**src/rtl/gdds_pkg.sv**
```systemverilog
// Shared types and constants for the grid diffusion/decay stencil core.
// Used by the controller, the datapath and the top level; no dependencies.
`timescale 1ns / 1ps
`default_nettype none

package gdds_pkg;

  localparam int MAX_WIDTH     = 1024;
  localparam int MAX_HEIGHT    = 4096;
  localparam int VAL_BITS      = 16;
  localparam int WGT_BITS      = 16;
  localparam int COL_BITS      = $clog2(MAX_WIDTH);
  localparam int ROW_BITS      = $clog2(MAX_HEIGHT);
  localparam int GW_BITS       = COL_BITS + 1;
  localparam int GH_BITS       = ROW_BITS + 1;
  localparam int LINE_DEPTH    = 2 * MAX_WIDTH;
  localparam int ADDR_BITS     = $clog2(LINE_DEPTH);
  localparam int SUM_BITS      = VAL_BITS + 2;
  localparam int CNT_BITS      = 3;
  localparam int MIX_BITS      = VAL_BITS + WGT_BITS;
  localparam int PROD_BITS     = MIX_BITS + WGT_BITS;
  localparam int CFG_IDX_BITS  = 3;
  localparam int CFG_DATA_BITS = 16;

  // Divide by three as floor(s * RECIP3 / 2^RECIP3_SHIFT); exact for s < 2^19.
  localparam int RECIP3_BITS  = 19;
  localparam int RECIP3_SHIFT = 20;
  localparam logic [RECIP3_BITS-1:0] RECIP3 = RECIP3_BITS'(349526);

  // Configuration register indexes.
  localparam logic [CFG_IDX_BITS-1:0] REG_GRID_WIDTH   = 3'd0;
  localparam logic [CFG_IDX_BITS-1:0] REG_GRID_HEIGHT  = 3'd1;
  localparam logic [CFG_IDX_BITS-1:0] REG_SELF_WEIGHT  = 3'd2;
  localparam logic [CFG_IDX_BITS-1:0] REG_DECAY_FACTOR = 3'd3;
  localparam logic [CFG_IDX_BITS-1:0] REG_ZERO_FLOOR   = 3'd4;

  // Register reset values.
  localparam logic [GW_BITS-1:0]  RST_GRID_WIDTH   = GW_BITS'(64);
  localparam logic [GH_BITS-1:0]  RST_GRID_HEIGHT  = GH_BITS'(64);
  localparam logic [WGT_BITS-1:0] RST_SELF_WEIGHT  = WGT_BITS'(52429);
  localparam logic [WGT_BITS-1:0] RST_DECAY_FACTOR = WGT_BITS'(62259);
  localparam logic [VAL_BITS-1:0] RST_ZERO_FLOOR   = VAL_BITS'(13);

  typedef enum logic [3:0] {
    ST_IDLE,
    ST_A_SELF,
    ST_A_LEFT,
    ST_A_RIGHT,
    ST_A_UP,
    ST_A_GO,
    ST_WRITE,
    ST_B_SELF,
    ST_B_LEFT,
    ST_B_UP,
    ST_B_GO,
    ST_C_INIT,
    ST_C_UP,
    ST_C_GO
  } state_t;

  // Line store read selects: previous or current row, column offset.
  typedef enum logic [2:0] {
    RD_PRV_X,
    RD_PRV_XM1,
    RD_PRV_XP1,
    RD_CUR_X,
    RD_CUR_XM1,
    RD_CUR_XM2
  } rd_sel_t;

  // Which cell a blend belongs to, relative to the current input cell.
  typedef enum logic [1:0] {
    TAG_UP,
    TAG_LEFT,
    TAG_SELF
  } tag_t;

  typedef struct packed {
    logic    load;
    logic    init_one;
    logic    init_zero;
    logic    self_from_v;
    logic    rd_en;
    rd_sel_t rd_sel;
    logic    rd_to_self;
    logic    wr_en;
    logic    start;
    tag_t    tag;
  } cmd_t;

  typedef struct packed {
    logic up;
    logic up2;
    logic x_gt0;
    logic x_gt1;
    logic right;
    logic last_row;
    logic last_col;
    logic pipe_free;
  } status_t;

endpackage

`default_nettype wire

```
**src/rtl/gdds_ctrl.sv**
```systemverilog
// Sequencer for the stencil core: gathers neighbours one line store read
// per cycle and launches blends. Depends on gdds_pkg.
`timescale 1ns / 1ps
`default_nettype none

module gdds_ctrl (
  input  logic              clk,
  input  logic              rst,
  input  logic              in_valid,
  output logic              in_ready,
  input  gdds_pkg::status_t status,
  output gdds_pkg::cmd_t    cmd
);

  gdds_pkg::state_t state;
  gdds_pkg::state_t state_next;

  always_ff @(posedge clk) begin
    if (rst) begin
      state <= gdds_pkg::ST_IDLE;
    end else begin
      state <= state_next;
    end
  end

  always_comb begin
    state_next = state;
    case (state)
      gdds_pkg::ST_IDLE: begin
        if (in_valid) state_next = gdds_pkg::ST_A_SELF;
      end
      gdds_pkg::ST_A_SELF: begin
        state_next = status.up ? gdds_pkg::ST_A_LEFT : gdds_pkg::ST_WRITE;
      end
      gdds_pkg::ST_A_LEFT:  state_next = gdds_pkg::ST_A_RIGHT;
      gdds_pkg::ST_A_RIGHT: state_next = gdds_pkg::ST_A_UP;
      gdds_pkg::ST_A_UP:    state_next = gdds_pkg::ST_A_GO;
      gdds_pkg::ST_A_GO: begin
        if (status.pipe_free) state_next = gdds_pkg::ST_WRITE;
      end
      gdds_pkg::ST_WRITE: begin
        if (status.last_row && status.x_gt0) begin
          state_next = gdds_pkg::ST_B_SELF;
        end else if (status.last_row && status.last_col) begin
          state_next = gdds_pkg::ST_C_INIT;
        end else begin
          state_next = gdds_pkg::ST_IDLE;
        end
      end
      gdds_pkg::ST_B_SELF: state_next = gdds_pkg::ST_B_LEFT;
      gdds_pkg::ST_B_LEFT: state_next = gdds_pkg::ST_B_UP;
      gdds_pkg::ST_B_UP:   state_next = gdds_pkg::ST_B_GO;
      gdds_pkg::ST_B_GO: begin
        if (status.pipe_free) begin
          state_next = status.last_col ? gdds_pkg::ST_C_INIT : gdds_pkg::ST_IDLE;
        end
      end
      gdds_pkg::ST_C_INIT: state_next = gdds_pkg::ST_C_UP;
      gdds_pkg::ST_C_UP:   state_next = gdds_pkg::ST_C_GO;
      gdds_pkg::ST_C_GO: begin
        if (status.pipe_free) state_next = gdds_pkg::ST_IDLE;
      end
      default: state_next = gdds_pkg::ST_IDLE;
    endcase
  end

  always_comb begin
    cmd        = '0;
    cmd.rd_sel = gdds_pkg::RD_PRV_X;
    cmd.tag    = gdds_pkg::TAG_UP;
    in_ready   = 1'b0;
    case (state)
      gdds_pkg::ST_IDLE: begin
        in_ready = 1'b1;
        cmd.load = in_valid;
      end
      // Cell above: own value from the previous row, the input is its
      // lower neighbour.
      gdds_pkg::ST_A_SELF: begin
        cmd.init_one   = status.up;
        cmd.rd_en      = status.up;
        cmd.rd_sel     = gdds_pkg::RD_PRV_X;
        cmd.rd_to_self = 1'b1;
      end
      gdds_pkg::ST_A_LEFT: begin
        cmd.rd_en  = status.x_gt0;
        cmd.rd_sel = gdds_pkg::RD_PRV_XM1;
      end
      gdds_pkg::ST_A_RIGHT: begin
        cmd.rd_en  = status.right;
        cmd.rd_sel = gdds_pkg::RD_PRV_XP1;
      end
      gdds_pkg::ST_A_UP: begin
        // Two rows up still sits in the current-row half at this column.
        cmd.rd_en  = status.up2;
        cmd.rd_sel = gdds_pkg::RD_CUR_X;
      end
      gdds_pkg::ST_A_GO: begin
        cmd.start = status.pipe_free;
        cmd.tag   = gdds_pkg::TAG_UP;
      end
      gdds_pkg::ST_WRITE: begin
        cmd.wr_en = 1'b1;
      end
      // Left cell on the last row: the input is its right neighbour.
      gdds_pkg::ST_B_SELF: begin
        cmd.init_one   = 1'b1;
        cmd.rd_en      = 1'b1;
        cmd.rd_sel     = gdds_pkg::RD_CUR_XM1;
        cmd.rd_to_self = 1'b1;
      end
      gdds_pkg::ST_B_LEFT: begin
        cmd.rd_en  = status.x_gt1;
        cmd.rd_sel = gdds_pkg::RD_CUR_XM2;
      end
      gdds_pkg::ST_B_UP: begin
        cmd.rd_en  = status.up;
        cmd.rd_sel = gdds_pkg::RD_PRV_XM1;
      end
      gdds_pkg::ST_B_GO: begin
        cmd.start = status.pipe_free;
        cmd.tag   = gdds_pkg::TAG_LEFT;
      end
      // Last cell of the frame: the input itself is the centre value.
      gdds_pkg::ST_C_INIT: begin
        cmd.init_zero   = 1'b1;
        cmd.self_from_v = 1'b1;
        cmd.rd_en       = status.x_gt0;
        cmd.rd_sel      = gdds_pkg::RD_CUR_XM1;
      end
      gdds_pkg::ST_C_UP: begin
        cmd.rd_en  = status.up;
        cmd.rd_sel = gdds_pkg::RD_PRV_X;
      end
      gdds_pkg::ST_C_GO: begin
        cmd.start = status.pipe_free;
        cmd.tag   = gdds_pkg::TAG_SELF;
      end
      default: begin
        in_ready = 1'b0;
      end
    endcase
  end

endmodule

`default_nettype wire

```
**config.mk**
```make
export PLATFORM = sky130hd
export DESIGN_NAME = gdds_ctrl
export DESIGN_NICKNAME = d
export VERILOG_FILES = /design/src/rtl/gdds_pkg.sv /design/src/rtl/gdds_ctrl.sv
export SDC_FILE = /design/constraint.sdc
export NUM_CORES = 1
export LEC_CHECK = 0
export BUFFER_PORTS_ARGS = -buffer_cell sky130_fd_sc_hd__buf_2
export CAP_MARGIN = 20
export CORE_MARGIN = 1.5
export CORE_UTILIZATION = 40
export CTS_BUF_LIST = sky130_fd_sc_hd__clkbuf_16
export CTS_CLUSTER_SIZE = 8
export DETAILED_ROUTE_END_ITERATION = 10
export GPL_ROUTABILITY_DRIVEN = 0
export PLACE_DENSITY = 0.81
export REMOVE_ABC_BUFFERS = 1
export SYNTH_ARGS = -nofsm -noshare
export SYNTH_HDL_FRONTEND = slang
export SYNTH_SLANG_ARGS = --single-unit
```
**constraint.sdc**
```tcl
create_clock -name clk -period 1.3 [get_ports clk]
set_input_delay 0.195 -clock clk [delete_from_list [all_inputs] [get_ports clk]]
set_output_delay 0.195 -clock clk [all_outputs]
set_load 0.05 [all_outputs]
```
==> summary.txt, run 1 <==
Yosys
  – Largest family of logic cells by synthesized area: simple AND/OR/NAND/NOR gates
  – Top post-synthesis cells by area: dfxtp_1 (14%), a21oi_1 (8.1%), nor2_1 (7.4%)
  – Post-synthesis sequential area ratio: 0.143
  – Yosys top cell area share: 0.143
  – Post-synth top area cell: dfxtp_1
  – Synth Area in XOR/XNOR: 0.0157
  – Mean Syn Cell Area: 6.64 um2
  – Compound-Gate Fraction of Synth Area: 0.332
  – Cell variety after synth: 32
  – YS warnings: 0
  – Adder-cell share of the synthesized area: 0
  – Mapped Area: 558 um2
  – Post-synthesis mux area share: 0.0538
  – Flops & latches, synth: 4
  – Mapped Cells: 84
  – Post-synthesis simple-gate area fraction: 0.368

Clocking
  – CTS root buffer: clkbuf_16
  – Clock buffer depth: 2
  – Hold-fix buffers, CTS: 0
  – Clk sink count: 4
  – CTS Buf Count: 3
  – Total number of H-tree levels: 1

Placed design
  – IO Port Bufs: 24
  – Post-DP Area: 810 um2
  – DP HPWL: 1290 um

Status
  – Fail Step: global routing
  – Tool Error: [ERROR DPL-0033] detailed placement checks failed during check placement.
  – Status: aborted with a tool error

Floorplanning
  – Ports: 25
  – Die outline width: 40.4 um
  – Die Y: 40.4 um
  – Initial Util: 0.429
  – Std cell rows: 13

Global routing
  – Initial antenna violation count: 0
  – Largest net degree at the start of global routing: 12
## what timing repair did
action	in CTS
endpoints found under the setup margin	18
pin swaps	3
gates resized for setup	64
setup buffers	8
## metrics by stage
step                std cells  worst slack (ps)  TNS [ps]
detailed placement        136              -294     -3660
CTS                       147              -296     -3220
global placement          136              -255     -2940
floorplan                  77             -1360    -11680
## synth_stat cells
cell type / n
buf_2: 3
nor4_1: 1
and2_1: 1
or2b_1: 1
buf_4: 2
or2_2: 1
o22ai_1: 3
mux2i_1: 3
o211ai_1: 1
nand2b_4: 1
a31oi_1: 1
clkbuf_1: 2
a221oi_1: 1
nand2_1: 8
o21bai_1: 1
nor3_1: 2
and3_1: 1
a32oi_1: 1
or3b_4: 1
xnor2_1: 1
o32ai_1: 1
nand3b_1: 3
nor2b_1: 3
nand2b_1: 4
a21oi_1: 9
o21ai_0: 6
dfxtp_1: 4
o311ai_2: 1
o21a_1: 1
a21bo_2: 2
inv_1: 3
nor2_1: 11
## cells by family after synthesis
group | count (synthesis)
XOR/XNOR | 1
multiplexers | 3
AND/OR/NAND/NOR | 38
flip-flops | 4
buffers and inverters | 10
AO/OA/AOI/OAI | 28
==> inputs of run 2 (changes only) <==
--- a/config.mk
+++ b/config.mk
@@ -7,13 +7,11 @@
 export LEC_CHECK = 0
 export BUFFER_PORTS_ARGS = -buffer_cell sky130_fd_sc_hd__buf_2
 export CAP_MARGIN = 20
-export CORE_MARGIN = 1.5
-export CORE_UTILIZATION = 40
-export CTS_BUF_LIST = sky130_fd_sc_hd__clkbuf_16
-export CTS_CLUSTER_SIZE = 8
+export CORE_AREA = 2 2 63 65
 export DETAILED_ROUTE_END_ITERATION = 10
+export DIE_AREA = 0 0 65 67
 export GPL_ROUTABILITY_DRIVEN = 0
-export PLACE_DENSITY = 0.81
+export PLACE_DENSITY_LB_ADDON = 0.15
 export REMOVE_ABC_BUFFERS = 1
 export SYNTH_ARGS = -nofsm -noshare
 export SYNTH_HDL_FRONTEND = slang
==> constraint.sdc (replaced) <==
create_clock -name clk -period 1.7 [get_ports clk]
set_input_delay 0.255 -clock clk [delete_from_list [all_inputs] [get_ports clk]]
set_output_delay 0.255 -clock clk [all_outputs]
set_load 0.05 [all_outputs]
==> run 2 against run 1 <==
- the run now ends clean
- synthesized cell count is the same
- area after synthesis stayed put
==> summary.txt, run 2 <==
Status
  – Status: complete, no violations

Clocking
  – CTS Buf Count: 3
  – Clock-pin transition on the worst setup and hold timing paths: 30 ps
  – CTS root buffer: clkbuf_8
  – Worst-Skew Late Latency: 210 ps
  – Number of setup buffers added after CTS: 0
  – CTS tree: built
  – Total number of H-tree levels: 1
  – Clock buffer depth: 2
  – Clk sink count: 4

Critical path
  – Critical Path RT: 1440 ps
  – CP arrival: 1410 ps
  – Reg2reg setup slack: 220 ps
  – Crit-path max FO: 10
  – CP endpoint kind: primary output
  – Crit path kind: flop to primary output
  – CP Launch Type: flop

Finish
  – FF+latch area: 88.8 um2
  – Area growth from synthesis to layout: 69.7%
  – Final #Nets: 134
  – Filler Cell Count: 400
  – Area of the multi-input gates: 457 um2
  – Share of cells above drive strength 1: 0.479
  – Commonest cells after routing, fill and taps aside: buf_4 (25), buf_2 (12), nor2_1 (10)
  – ANT cells: 0
  – Top Registers: state x4
  – Max FFs per register: 4
  – Commonest non-fill, non-tap cell in the layout: buf_4
  – Top reg by flops: state
  – Post-Route Utilization: 0.263

Floorplanning
  – Std cell rows: 22
  – Die outline width: 65 um
  – Die Y: 67 um
  – Core ar.: 0.00361 mm2
  – Initial Util: 0.155
  – DIE AREA: 0.00436 mm2
  – Ports: 25

Global routing
  – First-pass GRT wire length: 3220 um
  – Vias in the first global route: 713
  – GRT Resource Usage Total: 0.0932
  – Grt total ovfl: 0
  – Largest net degree at the start of global routing: 16
  – Initial antenna violation count: 0

Timing
  – Max-Slew Margin vs Limit: 0.800
  – Final Hold Viols: 0
  – RSZ-0062 raised after global routing: yes
  – Setup TNS: 0 ps
  – # setup viols final: 0
  – Max-slew violation count: 0
  – Max Clock Skew: 2.18 ps
  – Slew @ Worst Pin: 299 ps
  – Final period util: 0.978
  – Final worst path period need: 1660 ps
  – Max Fclk: 602 MHz

Yosys
  – Cell with the most instances after synthesis: nor2_1
  – Asr flop ratio synth: 0
  – Mapped Area: 558 um2
  – Primary FF master, synth: dfxtp_1
  – Post-synth top cells: nor2_1 (11), a21oi_1 (9), nand2_1 (8), o21ai_0 (6)
  – Mapped Cells: 84
  – Top post-synthesis cells by area: dfxtp_1 (14%), a21oi_1 (8.1%), nor2_1 (7.4%)
  – Cell variety after synth: 32
  – Yosys top cell area share: 0.143
  – Flops & latches, synth: 4
  – Post-synth EDFFs: 0
  – YS warnings: 0
  – Post-synth top area cell: dfxtp_1
  – Post-synthesis sequential area ratio: 0.143
  – Mean Syn Cell Area: 6.64 um2

Placed design
  – DP HPWL: 1500 um
  – IO Port Bufs: 24

Detailed routing
  – Antenna viol nets, final: 0
  – DRT Wirelength: 1930 um
  – Via Count: 716
  – Drt first pass iters: 4
  – DRC viols: 0
  – DR WL/cell: 11.4 um
  – First DRT Iteration DRCs: 30
  – Vias per cell: 4.24

Power and ir drop
  – Cell Pwr Density: 870 mW/mm2
  – Lkg Pwr: 0.407 nW
  – Max rail drop VDD: 0.156 mV

Hold path
  – Hold crit path type: primary input to flop

Job
  – Maxcap violations: 0
-- run 2: path summary, 6_finish.rpt --
path | startpoint | depth (start not counted) | endpoint
worst max-delay path | state[3] | 4 | cmd[3]
worst min-delay path | rst | 2 | state[0]
worst max register to register | state[3] | 5 | state[3]
worst min register to register | state[1] | 3 | state[0]
-- run 2: report_power, final --
group / switching [W] / internal, W
clock network: 0.0000467 / 0.000151
logic: 0.000287 / 0.000200
registers: 0.0000329 / 0.000108
-- run 2: worst max-delay path: stages (launching register included) --
cell and delay (ps):
dfxtp_4 380, buf_4 150, or3b_4 410, inv_1 60
buf_4 180
-- run 2: cells by family (layout without fill, tap and decap cells) --
| family | Yosys count | in the layout | synth area share |
|---|---|---|---|
| simple gates | 38 | 38 | 0.368 |
| mux | 3 | 3 | 0.0538 |
| xor+xnor | 1 | 1 | 0.0157 |
| compound gates | 28 | 28 | 0.332 |
| flops | 4 | 4 | 0.144 |
| buf+inv | 10 | 47 | 0.0874 |
-- run 2: per-stage QoR --
stage,hold WS [ps],cells,setup slack (ps),cell area [um2],power [W]
2_1_floorplan,324,77,-1020,520,0.000426
3_3_place_gp,473,166,14.2,828,0.000585
3_5_place_dp,478,166,-6.74,828,0.000584
4_1_cts,242,169,4.07,911,0.000810
5_1_grt,246,169,2.78,947,0.000875
6_report,240,169,37.8,947,0.000824
-- run 2: per-layer routing --
metal / vias up / part of all wire / track usage
met5: - / 0 / 0
met4: 0 / 0 / 0.0319
met3: 0 / 0.031 / 0.0135
met2: 15 / 0.50 / 0.160
met1: 329 / 0.47 / 0.119
li1: 372 / - / -
-- run 2: what timing repair did --
action	4_1_cts	5_1_grt
cloned	0	0
setup endpoints to repair	14	12
hold buffers	0	0
resized for setup	15	17
pin swaps	0	1
-- run 2: area by class of cell --
cell class                 count  area share
multi-input combinational     70       0.482
timing repair buffer          41       0.305
clock buffer                   3      0.0436
tap                           48      0.0634
inverter                       3      0.0119
sequential                     4      0.0938
Note: power is estimated with default switching activity, not from simulation.
