File: src/rtl/gdds_pkg.sv
// Shared types and constants for the grid diffusion/decay stencil core.
// Used by the controller, the datapath and the top level; no dependencies.
`timescale 1ns / 1ps
`default_nettype none

package gdds_pkg;

  localparam int MAX_WIDTH     = 1024;
  localparam int MAX_HEIGHT    = 4096;
  localparam int VAL_BITS      = 16;
  localparam int WGT_BITS      = 16;
  localparam int COL_BITS      = $clog2(MAX_WIDTH);
  localparam int ROW_BITS      = $clog2(MAX_HEIGHT);
  localparam int GW_BITS       = COL_BITS + 1;
  localparam int GH_BITS       = ROW_BITS + 1;
  localparam int LINE_DEPTH    = 2 * MAX_WIDTH;
  localparam int ADDR_BITS     = $clog2(LINE_DEPTH);
  localparam int SUM_BITS      = VAL_BITS + 2;
  localparam int CNT_BITS      = 3;
  localparam int MIX_BITS      = VAL_BITS + WGT_BITS;
  localparam int PROD_BITS     = MIX_BITS + WGT_BITS;
  localparam int CFG_IDX_BITS  = 3;
  localparam int CFG_DATA_BITS = 16;

  // Divide by three as floor(s * RECIP3 / 2^RECIP3_SHIFT); exact for s < 2^19.
  localparam int RECIP3_BITS  = 19;
  localparam int RECIP3_SHIFT = 20;
  localparam logic [RECIP3_BITS-1:0] RECIP3 = RECIP3_BITS'(349526);

  // Configuration register indexes.
  localparam logic [CFG_IDX_BITS-1:0] REG_GRID_WIDTH   = 3'd0;
  localparam logic [CFG_IDX_BITS-1:0] REG_GRID_HEIGHT  = 3'd1;
  localparam logic [CFG_IDX_BITS-1:0] REG_SELF_WEIGHT  = 3'd2;
  localparam logic [CFG_IDX_BITS-1:0] REG_DECAY_FACTOR = 3'd3;
  localparam logic [CFG_IDX_BITS-1:0] REG_ZERO_FLOOR   = 3'd4;

  // Register reset values.
  localparam logic [GW_BITS-1:0]  RST_GRID_WIDTH   = GW_BITS'(64);
  localparam logic [GH_BITS-1:0]  RST_GRID_HEIGHT  = GH_BITS'(64);
  localparam logic [WGT_BITS-1:0] RST_SELF_WEIGHT  = WGT_BITS'(52429);
  localparam logic [WGT_BITS-1:0] RST_DECAY_FACTOR = WGT_BITS'(62259);
  localparam logic [VAL_BITS-1:0] RST_ZERO_FLOOR   = VAL_BITS'(13);

  typedef enum logic [3:0] {
    ST_IDLE,
    ST_A_SELF,
    ST_A_LEFT,
    ST_A_RIGHT,
    ST_A_UP,
    ST_A_GO,
    ST_WRITE,
    ST_B_SELF,
    ST_B_LEFT,
    ST_B_UP,
    ST_B_GO,
    ST_C_INIT,
    ST_C_UP,
    ST_C_GO
  } state_t;

  // Line store read selects: previous or current row, column offset.
  typedef enum logic [2:0] {
    RD_PRV_X,
    RD_PRV_XM1,
    RD_PRV_XP1,
    RD_CUR_X,
    RD_CUR_XM1,
    RD_CUR_XM2
  } rd_sel_t;

  // Which cell a blend belongs to, relative to the current input cell.
  typedef enum logic [1:0] {
    TAG_UP,
    TAG_LEFT,
    TAG_SELF
  } tag_t;

  typedef struct packed {
    logic    load;
    logic    init_one;
    logic    init_zero;
    logic    self_from_v;
    logic    rd_en;
    rd_sel_t rd_sel;
    logic    rd_to_self;
    logic    wr_en;
    logic    start;
    tag_t    tag;
  } cmd_t;

  typedef struct packed {
    logic up;
    logic up2;
    logic x_gt0;
    logic x_gt1;
    logic right;
    logic last_row;
    logic last_col;
    logic pipe_free;
  } status_t;

endpackage

`default_nettype wire

File: src/rtl/gdds_dp.sv
// Datapath of the stencil core: configuration registers, raster counters,
// neighbour accumulation, the blend pipeline and the result register.
// Depends on gdds_pkg; drives the line store RAM ports.
`timescale 1ns / 1ps
`default_nettype none

module gdds_dp (
  input  logic                               clk,
  input  logic                               rst,
  input  gdds_pkg::cmd_t                     cmd,
  output gdds_pkg::status_t                  status,
  input  logic [gdds_pkg::VAL_BITS-1:0]      cell_value,
  input  logic                               cfg_we,
  input  logic [gdds_pkg::CFG_IDX_BITS-1:0]  cfg_index,
  input  logic [gdds_pkg::CFG_DATA_BITS-1:0] cfg_data,
  output logic                               mem_wr_en,
  output logic [gdds_pkg::ADDR_BITS-1:0]     mem_wr_addr,
  output logic [gdds_pkg::VAL_BITS-1:0]      mem_wr_data,
  output logic                               mem_rd_en,
  output logic [gdds_pkg::ADDR_BITS-1:0]     mem_rd_addr,
  input  logic [gdds_pkg::VAL_BITS-1:0]      mem_rd_data,
  output logic                               out_valid,
  input  logic                               out_ready,
  output logic [gdds_pkg::COL_BITS-1:0]      out_cell_x,
  output logic [gdds_pkg::ROW_BITS-1:0]      out_cell_y,
  output logic [gdds_pkg::VAL_BITS-1:0]      out_new_value,
  output logic                               out_frame_done
);

  localparam int VB = gdds_pkg::VAL_BITS;
  localparam int CB = gdds_pkg::COL_BITS;
  localparam int RB = gdds_pkg::ROW_BITS;
  localparam int SB = gdds_pkg::SUM_BITS;
  localparam int WB = gdds_pkg::WGT_BITS;
  localparam int MB = gdds_pkg::MIX_BITS;
  localparam int PB = gdds_pkg::PROD_BITS;

  // Configuration registers.
  logic [gdds_pkg::GW_BITS-1:0] grid_width;
  logic [gdds_pkg::GH_BITS-1:0] grid_height;
  logic [WB-1:0]                self_weight;
  logic [WB-1:0]                decay_factor;
  logic [VB-1:0]                zero_floor;

  logic geom_write;
  assign geom_write = cfg_we && ((cfg_index == gdds_pkg::REG_GRID_WIDTH) ||
                                 (cfg_index == gdds_pkg::REG_GRID_HEIGHT));

  always_ff @(posedge clk) begin
    if (rst) begin
      grid_width   <= gdds_pkg::RST_GRID_WIDTH;
      grid_height  <= gdds_pkg::RST_GRID_HEIGHT;
      self_weight  <= gdds_pkg::RST_SELF_WEIGHT;
      decay_factor <= gdds_pkg::RST_DECAY_FACTOR;
      zero_floor   <= gdds_pkg::RST_ZERO_FLOOR;
    end else if (cfg_we) begin
      case (cfg_index)
        gdds_pkg::REG_GRID_WIDTH:   grid_width   <= cfg_data[gdds_pkg::GW_BITS-1:0];
        gdds_pkg::REG_GRID_HEIGHT:  grid_height  <= cfg_data[gdds_pkg::GH_BITS-1:0];
        gdds_pkg::REG_SELF_WEIGHT:  self_weight  <= cfg_data[WB-1:0];
        gdds_pkg::REG_DECAY_FACTOR: decay_factor <= cfg_data[WB-1:0];
        gdds_pkg::REG_ZERO_FLOOR:   zero_floor   <= cfg_data[VB-1:0];
        default: ;
      endcase
    end
  end

  // Geometry in use: zero acts as one, oversize values are clamped.
  logic [gdds_pkg::GW_BITS-1:0] w_eff;
  logic [gdds_pkg::GH_BITS-1:0] h_eff;

  always_comb begin
    if (grid_width == '0) begin
      w_eff = gdds_pkg::GW_BITS'(1);
    end else if (grid_width > gdds_pkg::GW_BITS'(gdds_pkg::MAX_WIDTH)) begin
      w_eff = gdds_pkg::GW_BITS'(gdds_pkg::MAX_WIDTH);
    end else begin
      w_eff = grid_width;
    end
    if (grid_height == '0) begin
      h_eff = gdds_pkg::GH_BITS'(1);
    end else if (grid_height > gdds_pkg::GH_BITS'(gdds_pkg::MAX_HEIGHT)) begin
      h_eff = gdds_pkg::GH_BITS'(gdds_pkg::MAX_HEIGHT);
    end else begin
      h_eff = grid_height;
    end
  end

  // Raster counters and the latched current cell.
  logic [CB-1:0] col_cnt;
  logic [RB-1:0] row_cnt;
  logic [CB-1:0] cur_x;
  logic [RB-1:0] cur_y;
  logic [VB-1:0] cur_v;

  logic                         wrap;
  logic [CB-1:0]                x_start;
  logic [RB-1:0]                y_start;
  logic [gdds_pkg::GW_BITS-1:0] x_inc;
  logic [gdds_pkg::GH_BITS-1:0] y_inc;

  assign wrap    = ({1'b0, col_cnt} >= w_eff) || ({1'b0, row_cnt} >= h_eff);
  assign x_start = wrap ? '0 : col_cnt;
  assign y_start = wrap ? '0 : row_cnt;
  assign x_inc   = {1'b0, x_start} + gdds_pkg::GW_BITS'(1);
  assign y_inc   = {1'b0, y_start} + gdds_pkg::GH_BITS'(1);

  always_ff @(posedge clk) begin
    if (rst) begin
      col_cnt <= '0;
      row_cnt <= '0;
    end else if (geom_write) begin
      col_cnt <= '0;
      row_cnt <= '0;
    end else if (cmd.load) begin
      if (x_inc < w_eff) begin
        col_cnt <= x_inc[CB-1:0];
        row_cnt <= y_start;
      end else begin
        col_cnt <= '0;
        row_cnt <= (y_inc < h_eff) ? y_inc[RB-1:0] : '0;
      end
    end
  end

  always_ff @(posedge clk) begin
    if (cmd.load) begin
      cur_x <= x_start;
      cur_y <= y_start;
      cur_v <= cell_value;
    end
  end

  // Line store addressing: row parity picks the half, column the entry.
  logic                         cur_bit;
  logic                         prv_bit;
  logic [gdds_pkg::GW_BITS-1:0] x_plus1;
  logic [gdds_pkg::GH_BITS-1:0] y_plus1;
  logic                         pipe_free;

  assign cur_bit = cur_y[0];
  assign prv_bit = ~cur_y[0];
  assign x_plus1 = {1'b0, cur_x} + gdds_pkg::GW_BITS'(1);
  assign y_plus1 = {1'b0, cur_y} + gdds_pkg::GH_BITS'(1);

  always_comb begin
    status.up        = (cur_y != '0);
    status.up2       = (cur_y > RB'(1));
    status.x_gt0     = (cur_x != '0);
    status.x_gt1     = (cur_x > CB'(1));
    status.right     = (x_plus1 < w_eff);
    status.last_row  = (y_plus1 == h_eff);
    status.last_col  = (x_plus1 == w_eff);
    status.pipe_free = pipe_free;
  end

  always_comb begin
    case (cmd.rd_sel)
      gdds_pkg::RD_PRV_X:   mem_rd_addr = {prv_bit, cur_x};
      gdds_pkg::RD_PRV_XM1: mem_rd_addr = {prv_bit, cur_x - CB'(1)};
      gdds_pkg::RD_PRV_XP1: mem_rd_addr = {prv_bit, cur_x + CB'(1)};
      gdds_pkg::RD_CUR_X:   mem_rd_addr = {cur_bit, cur_x};
      gdds_pkg::RD_CUR_XM1: mem_rd_addr = {cur_bit, cur_x - CB'(1)};
      gdds_pkg::RD_CUR_XM2: mem_rd_addr = {cur_bit, cur_x - CB'(2)};
      default:              mem_rd_addr = {cur_bit, cur_x};
    endcase
  end

  assign mem_rd_en   = cmd.rd_en;
  assign mem_wr_en   = cmd.wr_en;
  assign mem_wr_addr = {cur_bit, cur_x};
  assign mem_wr_data = cur_v;

  // Neighbour accumulation. Read data lands in the cycle after its address.
  logic [SB-1:0]                 acc_sum;
  logic [gdds_pkg::CNT_BITS-1:0] acc_cnt;
  logic [VB-1:0]                 acc_self;
  logic                          pend_valid;
  logic                          pend_self;
  logic [SB-1:0]                 sum_next;
  logic [gdds_pkg::CNT_BITS-1:0] cnt_next;
  logic [VB-1:0]                 self_next;

  always_comb begin
    sum_next  = acc_sum;
    cnt_next  = acc_cnt;
    self_next = acc_self;
    if (cmd.init_one) begin
      sum_next = SB'(cur_v);
      cnt_next = gdds_pkg::CNT_BITS'(1);
    end else if (cmd.init_zero) begin
      sum_next = '0;
      cnt_next = '0;
    end
    if (cmd.self_from_v) begin
      self_next = cur_v;
    end
    if (pend_valid) begin
      if (pend_self) begin
        self_next = mem_rd_data;
      end else begin
        sum_next = acc_sum + SB'(mem_rd_data);
        cnt_next = acc_cnt + gdds_pkg::CNT_BITS'(1);
      end
    end
  end

  always_ff @(posedge clk) begin
    if (rst) begin
      pend_valid <= 1'b0;
    end else begin
      pend_valid <= cmd.rd_en;
    end
  end

  always_ff @(posedge clk) begin
    pend_self <= cmd.rd_to_self;
    acc_sum   <= sum_next;
    acc_cnt   <= cnt_next;
    acc_self  <= self_next;
  end

  // Blend pipeline; one blend in flight at a time. The start captures the
  // forwarded sums so that the last neighbour read may land in that cycle.
  logic v1, v2, v3, v4, v5;
  logic move;

  logic [SB-1:0]                 s1_sum;
  logic [gdds_pkg::CNT_BITS-1:0] s1_cnt;
  logic [VB-1:0]                 s1_self;
  logic [VB-1:0]                 s2_avg;
  logic [VB-1:0]                 s2_self;
  logic [MB-1:0]                 s3_p1;
  logic [MB-1:0]                 s3_p2;
  logic [MB-1:0]                 s4_mix;
  logic [PB-1:0]                 s5_prod;
  logic [CB-1:0]                 t_x;
  logic [RB-1:0]                 t_y;
  logic                          t_done;

  logic [SB+gdds_pkg::RECIP3_BITS-1:0] avg3_prod;
  logic [VB-1:0]                       avg_c;
  logic [WB:0]                         comp_w;
  logic [MB-1:0]                       p1_c;
  logic [MB:0]                         p2_c;
  logic [MB:0]                         mix_c;
  logic [PB-1:0]                       prod_c;
  logic [VB-1:0]                       res_c;

  assign avg3_prod = s1_sum * gdds_pkg::RECIP3;

  always_comb begin
    case (s1_cnt)
      3'd1:    avg_c = s1_sum[VB-1:0];
      3'd2:    avg_c = s1_sum[VB:1];
      3'd3:    avg_c = avg3_prod[gdds_pkg::RECIP3_SHIFT +: VB];
      3'd4:    avg_c = s1_sum[VB+1:2];
      default: avg_c = '0;
    endcase
  end

  assign comp_w = (WB+1)'(1 << WB) - {1'b0, self_weight};
  assign p1_c   = s2_self * self_weight;
  assign p2_c   = s2_avg * comp_w;
  assign mix_c  = {1'b0, s3_p1} + {1'b0, s3_p2};
  assign prod_c = s4_mix * decay_factor;
  assign res_c  = s5_prod[PB-1 -: VB];

  assign pipe_free = !(v1 || v2 || v3 || v4 || v5);
  assign move      = v5 && (!out_valid || out_ready);

  always_ff @(posedge clk) begin
    if (rst) begin
      v1        <= 1'b0;
      v2        <= 1'b0;
      v3        <= 1'b0;
      v4        <= 1'b0;
      v5        <= 1'b0;
      out_valid <= 1'b0;
    end else begin
      v1 <= cmd.start;
      v2 <= v1;
      v3 <= v2;
      v4 <= v3;
      if (v4) begin
        v5 <= 1'b1;
      end else if (move) begin
        v5 <= 1'b0;
      end
      if (move) begin
        out_valid <= 1'b1;
      end else if (out_ready) begin
        out_valid <= 1'b0;
      end
    end
  end

  always_ff @(posedge clk) begin
    if (cmd.start) begin
      s1_sum  <= sum_next;
      s1_cnt  <= cnt_next;
      s1_self <= self_next;
      case (cmd.tag)
        gdds_pkg::TAG_UP: begin
          t_x    <= cur_x;
          t_y    <= cur_y - RB'(1);
          t_done <= 1'b0;
        end
        gdds_pkg::TAG_LEFT: begin
          t_x    <= cur_x - CB'(1);
          t_y    <= cur_y;
          t_done <= 1'b0;
        end
        gdds_pkg::TAG_SELF: begin
          t_x    <= cur_x;
          t_y    <= cur_y;
          t_done <= 1'b1;
        end
        default: begin
          t_x    <= cur_x;
          t_y    <= cur_y;
          t_done <= 1'b0;
        end
      endcase
    end
    s2_avg  <= avg_c;
    s2_self <= s1_self;
    s3_p1   <= p1_c;
    s3_p2   <= p2_c[MB-1:0];
    s4_mix  <= mix_c[MB-1:0];
    if (v4) begin
      s5_prod <= prod_c;
    end
    if (move) begin
      out_cell_x     <= t_x;
      out_cell_y     <= t_y;
      out_new_value  <= (res_c < zero_floor) ? '0 : res_c;
      out_frame_done <= t_done;
    end
  end

`ifndef SYNTHESIS
  a_start_when_free: assert property (@(posedge clk) disable iff (rst)
    cmd.start |-> pipe_free)
    else $error("blend started while another blend is in flight");

  a_init_no_landing: assert property (@(posedge clk) disable iff (rst)
    (cmd.init_one || cmd.init_zero) |-> !pend_valid)
    else $error("accumulator cleared while a neighbour read was landing");

  a_result_lands: assert property (@(posedge clk) disable iff (rst)
    (v5 && !out_valid) |=> out_valid)
    else $error("finished blend did not reach an empty result register");

  a_no_read_on_write: assert property (@(posedge clk) disable iff (rst)
    cmd.wr_en |-> !cmd.rd_en && !pend_valid)
    else $error("line store write overlapped a neighbour read");
`endif

endmodule

`default_nettype wire

File: config.mk
export PLATFORM = sky130hd
export DESIGN_NAME = gdds_dp
export DESIGN_NICKNAME = d
export VERILOG_FILES = /design/src/rtl/gdds_pkg.sv /design/src/rtl/gdds_dp.sv
export SDC_FILE = /design/constraint.sdc
export NUM_CORES = 2
export LEC_CHECK = 0
export BUFFER_PORTS_ARGS = -buffer_cell sky130_fd_sc_hd__buf_2
export CORE_MARGIN = 3
export CORE_UTILIZATION = 55
export CTS_CLUSTER_DIAMETER = 150
export DETAILED_ROUTE_END_ITERATION = 10
export PLACE_DENSITY = 0.72
export SLEW_MARGIN = 10
export SYNTH_ARGS = -nofsm -noshare
export SYNTH_HDL_FRONTEND = slang
export SYNTH_SLANG_ARGS = --single-unit
File: constraint.sdc
create_clock -name clk -period 13.95 [get_ports clk]
set_input_delay 0 -clock clk [delete_from_list [all_inputs] [get_ports clk]]
set_output_delay 0 -clock clk [all_outputs]
set_load 0.005 [all_outputs]
======== After elaboration in Yosys (flattened, before gate mapping) ========
Index checks and enable logic that the tools add are counted.
storage, ports and cells
  register bits after elaboration ......... 452
  bits of input ports ..................... 68
  output and inout port bits .............. 88
  logic and storage cells ................. 135
operators by class
  add/sub/neg operators ................... 12
  multipliers ............................. 4
  magnitude comparators ................... 10
  eq/ne operators ......................... 16
  mux-type cells .......................... 29
  bitwise operators ....................... 1
  reductions and logical operators ........ 26
operator list
  kind                                                                    number
  18-bit two-way mux                                                      4
  16-bit one-hot mux with 4 select lines                                  1
  11-bit one-hot mux with 5 select lines                                  1
  32-bit by 16-bit multiplier with 48-bit output                          1
  12-bit two-way mux                                                      4
  16-bit two-way mux                                                      3
  18-bit by 18-bit multiplier with 35-bit output (second input constant)  1
  32-bit adder                                                            1
  16-bit by 16-bit multiplier with 32-bit output                          1
  16-bit by 17-bit multiplier with 32-bit output                          1
  10-bit two-way mux                                                      3
  12-bit by 1-bit adder with 13-bit output (second input constant)        2
  13-bit two-way mux                                                      2
  10-bit by 1-bit adder with 11-bit output (second input constant)        2
  11-bit < comparator                                                     2
  11-bit two-way mux                                                      2
  18-bit by 16-bit adder with 18-bit output                               1
  17-bit by 16-bit subtractor with 17-bit output (first input constant)   1
  16-bit < comparator                                                     1
  3-bit by 2-bit equality test with 1-bit output (second input constant)  5
  13-bit equality test                                                    1
  12-bit by 13-bit >= comparator with 1-bit output                        1
  13-bit > comparator (second input constant)                             1
  13-bit logical NOT                                                      1
  other kinds (29)                                                        55

======== Longest topological paths before layout ========
  depth in word-level cells ............... 10
  mapped depth ............................ 34
  depth with buffers taken out ............ 30

======== Worst setup path after synthesis ========
OpenSTA, ideal clock, no wires.
  path kind ............................... register -> register
  start ................................... reg self_weight[4]
  end ..................................... reg s3_p2[31]
  arrival time ............................ 7.460 ns
  required time ........................... 13.830 ns
  setup slack ............................. 6.370 ns
  stages on the path, launching flop included .. 31
  cell sequence ........................... dfxtp_1 > buf_6 > or3_1 > nor3_1 > nand2b_1 > nor4_1 > nand2_1 > xor2_1 > clkbuf_1 > nand2_1 > fa_1 > fa_1 > fa_1 > inv_1 > fa_1 > fa_1 > inv_1 > fa_1 > inv_1 > ha_1 > clkbuf_1 > a21o_1 > a21oi_1 > a21boi_0 > a311oi_1 > a211oi_1 > o31ai_1 > nor2_1 > a21boi_0 > nor4_1 > a211o_1
on the way
  word-level cells in the longest chain between the ends .. 2
RTL lines
  what                                            RTL line        text
  start: declaration                              gdds_dp.sv:41   logic [WB-1:0] self_weight;
  start signal: assignment                        gdds_dp.sv:53   self_weight <= gdds_pkg::RST_SELF_WEIGHT;
  start signal: assignment                        gdds_dp.sv:60   gdds_pkg::REG_SELF_WEIGHT: self_weight <= cfg_data[WB-1:0];
  17-bit by 16-bit subtractor with 17-bit output  gdds_dp.sv:262  assign comp_w = (WB+1)'(1 << WB) - {1'b0, self_weight};
  16-bit by 17-bit multiplier with 32-bit output  gdds_dp.sv:264  assign p2_c = s2_avg * comp_w;
  named net p2_c[31]                              gdds_dp.sv:245  logic [MB:0] p2_c;
  end signal: assignment                          gdds_dp.sv:329  s3_p2 <= p2_c[MB-1:0];
  end: declaration                                gdds_dp.sv:234  logic [MB-1:0] s3_p2;
The timed path passes the listed nets, and every way through them passes these cells.
A chain may end at the register's enable or synchronous reset.

======== Final worst setup path ========
  start ................................... reg self_weight[2]
  end ..................................... reg s3_p2[31]
Same word-level chain as after synthesis.

==> impl_metrics.py <==
metrics = {
    "yosys": {
        "syn_nets": 7753,
        "yosysSeqAreaShare_pct": 17.51,
        "synth_top_area_cell": "fa_1",
        "synth_warnings": 0,
        "synth_fa_ha_area_share_pct": 46.18,
        "synth_xor_area_share_pct": 3.408,
        "synth-seq-cells": 420,
        "syn_area_um2": 56760,
        "synth-simple-area-share_pct": 15.13,
        "yosys_most_used_dff": "dfxtp_1",
        "ys_top_cells_by_area": "fa_1 (33%), ha_1 (13%), dfxtp_1 (9.4%)",
        "avgSynthCellArea_um2": 9.231,
        "synth_top_area_share_pct": 32.80,
        "synth_edf_count": 153,
        "synth.distinct_cells": 88,
        "synth_top_family_by_area": "adder cells",
        "syn_inst": 6149,
        "async_flop_share_pct": 0,
        "synth_compound_area_share_pct": 7.539,
        "muxShareOfSynthArea_pct": 0.3549,
    },
    "routing": {
        "drt-pass1-iter-count": 6,
        "viasPerCell": 5.506,
        "wl_per_cell_um": 18.81,
        "drt_iter0_markers": 2813,
        "dr_wl_met3_um": 11560,
        "wl_um": 143700,
        "vias": 42070,
        "dr_wl_met2_um": 66990,
        "top_layer": "met4",
        "ant_nets": 0,
        "wl_met1_um": 60150,
        "drc": 0,
    },
    "placement": {
        "gp_congestion": 0.9264,
        "post-place-ws_ps": 5292,
        "port-buffer-count": 153,
        "placed_cells": 7483,
        "dp_hpwl_um": 112700,
    },
    "setup_path": {
        "ff2ff_path_depth": 28,
        "critPathMaxFanout": 21,
        "reg2reg_to": "s3_p2[31]",
        "cp-end-kind": "flip-flop",
        "crit_top_cell": "fa_1",
        "r2r_slack_ps": 5250,
        "crit_start": "self_weight[2]",
        "start_kind": "flip-flop",
        "max_stage_delay_ps": 620,
        "cp_data_arrival_time_ps": 9220,
        "crit_slowest_cell": "nor4_1",
        "reg2reg_from": "self_weight[2]",
        "cp_data_required_time_ps": 14470,
        "path_class": "flip-flop to flip-flop",
    },
    "timing": {
        "setup_viol": 0,
        "period_needed_ps": 8701,
        "rsz0062_at_grt": "no",
        "tightest_slew_ps": 1144,
        "fin_ws_ps": 5249,
        "fin_skew_ps": 41.07,
        "fmax_ghz": 0.1149,
        "hold_viol": 0,
        "setup_tns_ps": 0,
        "max-slew-margin-rel_pct": 23.37,
        "timing.final.crit_share_pct": 62.37,
        "maxSlewViolCount": 0,
    },
    "global_route": {
        "grt_pass1_vias": 44110,
        "grt_max_degree": 62,
        "grt_pass1_wl_um": 235700,
        "grt-ovfl-total": 0,
        "grt_antenna_before_repair": 1,
        "grt_usage_pct": 27.58,
    },
    "final_layout": {
        "final_cell_mix": "inv_1 (1,233), nand2_1 (967), fa_1 (930)",
        "nNetsFinal": 7838,
        "syn2layout_area_growth_pct": 7.676,
        "stdcell_count": 7642,
        "final_common_cell": "inv_1",
        "drive_above_1_share_pct": 5.356,
    },
    "floorplan": {
        "die_w_um": 327.3,
        "io_pins": 156,
        "dieHeight_um": 327.3,
        "core_um2": 102000,
        "die-area_um2": 107100,
        "rows": 117,
        "start_util_pct": 55.63,
    },
    "outcome": {
        "status": "finished, final reports clean",
    },
    "hold_path": {
        "hp-class": "primary input to primary output",
        "holdPathEnd": "mem_wr_en",
        "holdPathStages": 0,
        "hp-start": "cmd[3]",
    },
    "clocking": {
        "clock-sinks": 420,
        "clockRootBuffer": "clkbuf_16",
        "cts_resized": 0,
        "ctsHtreeMaxLevel": 2,
        "path_clk_slew_ps": 60,
        "cts_buffers": 49,
        "clk_path_buf_depth": 3,
        "clk_latency_ps": 640,
        "tritoncts": "yes",
    },
    "flow_run": {
        "drv_cap": 0,
    },
}
==> through the flow <==
step	utilization, %	hold WS [ps]	instance area, um^2
global placement	57.59	0.03458	58760
CTS	59.90	0.03458	61110
finish	59.90	0.01102	61120
global route	59.90	0.03448	61110
floorplan	-	27.72	56760
detailed placement	57.59	0.03458	58760
==> worst max path at each step <==
stage,cells after the start,slack (ps),end
3_3_place_gp,28,5620,s3_p2[31]
3_5_place_dp,28,5290,s3_p2[31]
6_report,28,5250,s3_p2[31]
5_1_grt,28,4660,s3_p2[31]
2_1_floorplan,30,6370,s3_p2[31]
4_1_cts,28,5280,s3_p2[31]
==> area by class of cell <==
cell class | instances | area (um^2)
Antenna cell | 1 | 2.502
Sequential cell | 420 | 9940
Fill cell | 8745 | 40920
Inverter | 1235 | 4636
Clock buffer | 65 | 1391
Clock inverter | 25 | 280.3
Multi-Input combinational cell | 4244 | 41240
Tap cell | 1368 | 1712
Timing Repair Buffer | 284 | 1919
==> logic make-up (layout without fill, tap and decap cells) <==
kind of cell / after synthesis / after routing
AOI/OAI and AO/OA: 645 / 645
xor gates and xnor gates: 220 / 220
DFF: 420 / 420
adders and majority gates: 1537 / 1537
muxes: 20 / 20
and+or+nand+nor: 1822 / 1822
buffers and inverters: 1485 / 1609
other: 0 / 1
==> layer usage <==
metal / GRT usage, % / vias to the layer above
li1: - / 19230
met1: 37.38 / 21020
met2: 45.12 / 1561
met3: 4.714 / 263
met4: 9.286 / 0
met5: 0 / -
==> cells in the mapped netlist (5+ instances only) <==
master	instances
inv_1	1233
nand2_1	967
fa_1	930
ha_1	606
and2_1	414
dfxtp_1	267
clkbuf_1	232
a21oi_1	203
xnor2_1	154
edfxtp_1	153
nor2_1	145
o21ai_0	109
a21o_1	83
nand3_1	68
xor2_1	65
nor2b_1	37
nor3_1	36
nand2b_1	31
o21a_1	31
nand4_1	28
nand3b_1	26
and3_1	24
a22o_1	22
a22oi_1	19
mux2i_1	19
o21bai_1	17
a211oi_1	16
a221oi_1	16
a31oi_1	15
nor4_1	11
o211ai_1	11
o221ai_1	10
a211o_1	9
o21ai_1	9
buf_1	8
o31ai_1	8
or3_1	8
o2111ai_1	7
o22ai_1	6
or2_2	6
a21boi_0	5
a311oi_1	5
or4_1	5
==> critical path: cells and delay by family, from the launching register on <==
| family | cells | cell delay [ps] |
|---|---|---|
| compound gates | 8 | 1930 |
| fa+ha+maj | 7 | 3390 |
| xor+xnor | 1 | 190 |
| simple gates | 8 | 2130 |
| flops | 1 | 540 |
| buf+inv | 4 | 430 |
==> flip-flops by register name, summed over array words and instances, names as in the netlist, 18 cells and up <==
register and count:
s1_sum 18, s3_p1 32, s4_mix 32, acc_sum 18
s3_p2 32
==> what timing repair did <==
action	CTS	global route
hold buffers	68	0
endpoints found under the hold margin	160	0
setup buffers	0	0
Power is left out: the tool's default activity adds up to more than one toggle a clock period on the data nets, which glitch-free logic cannot reach.
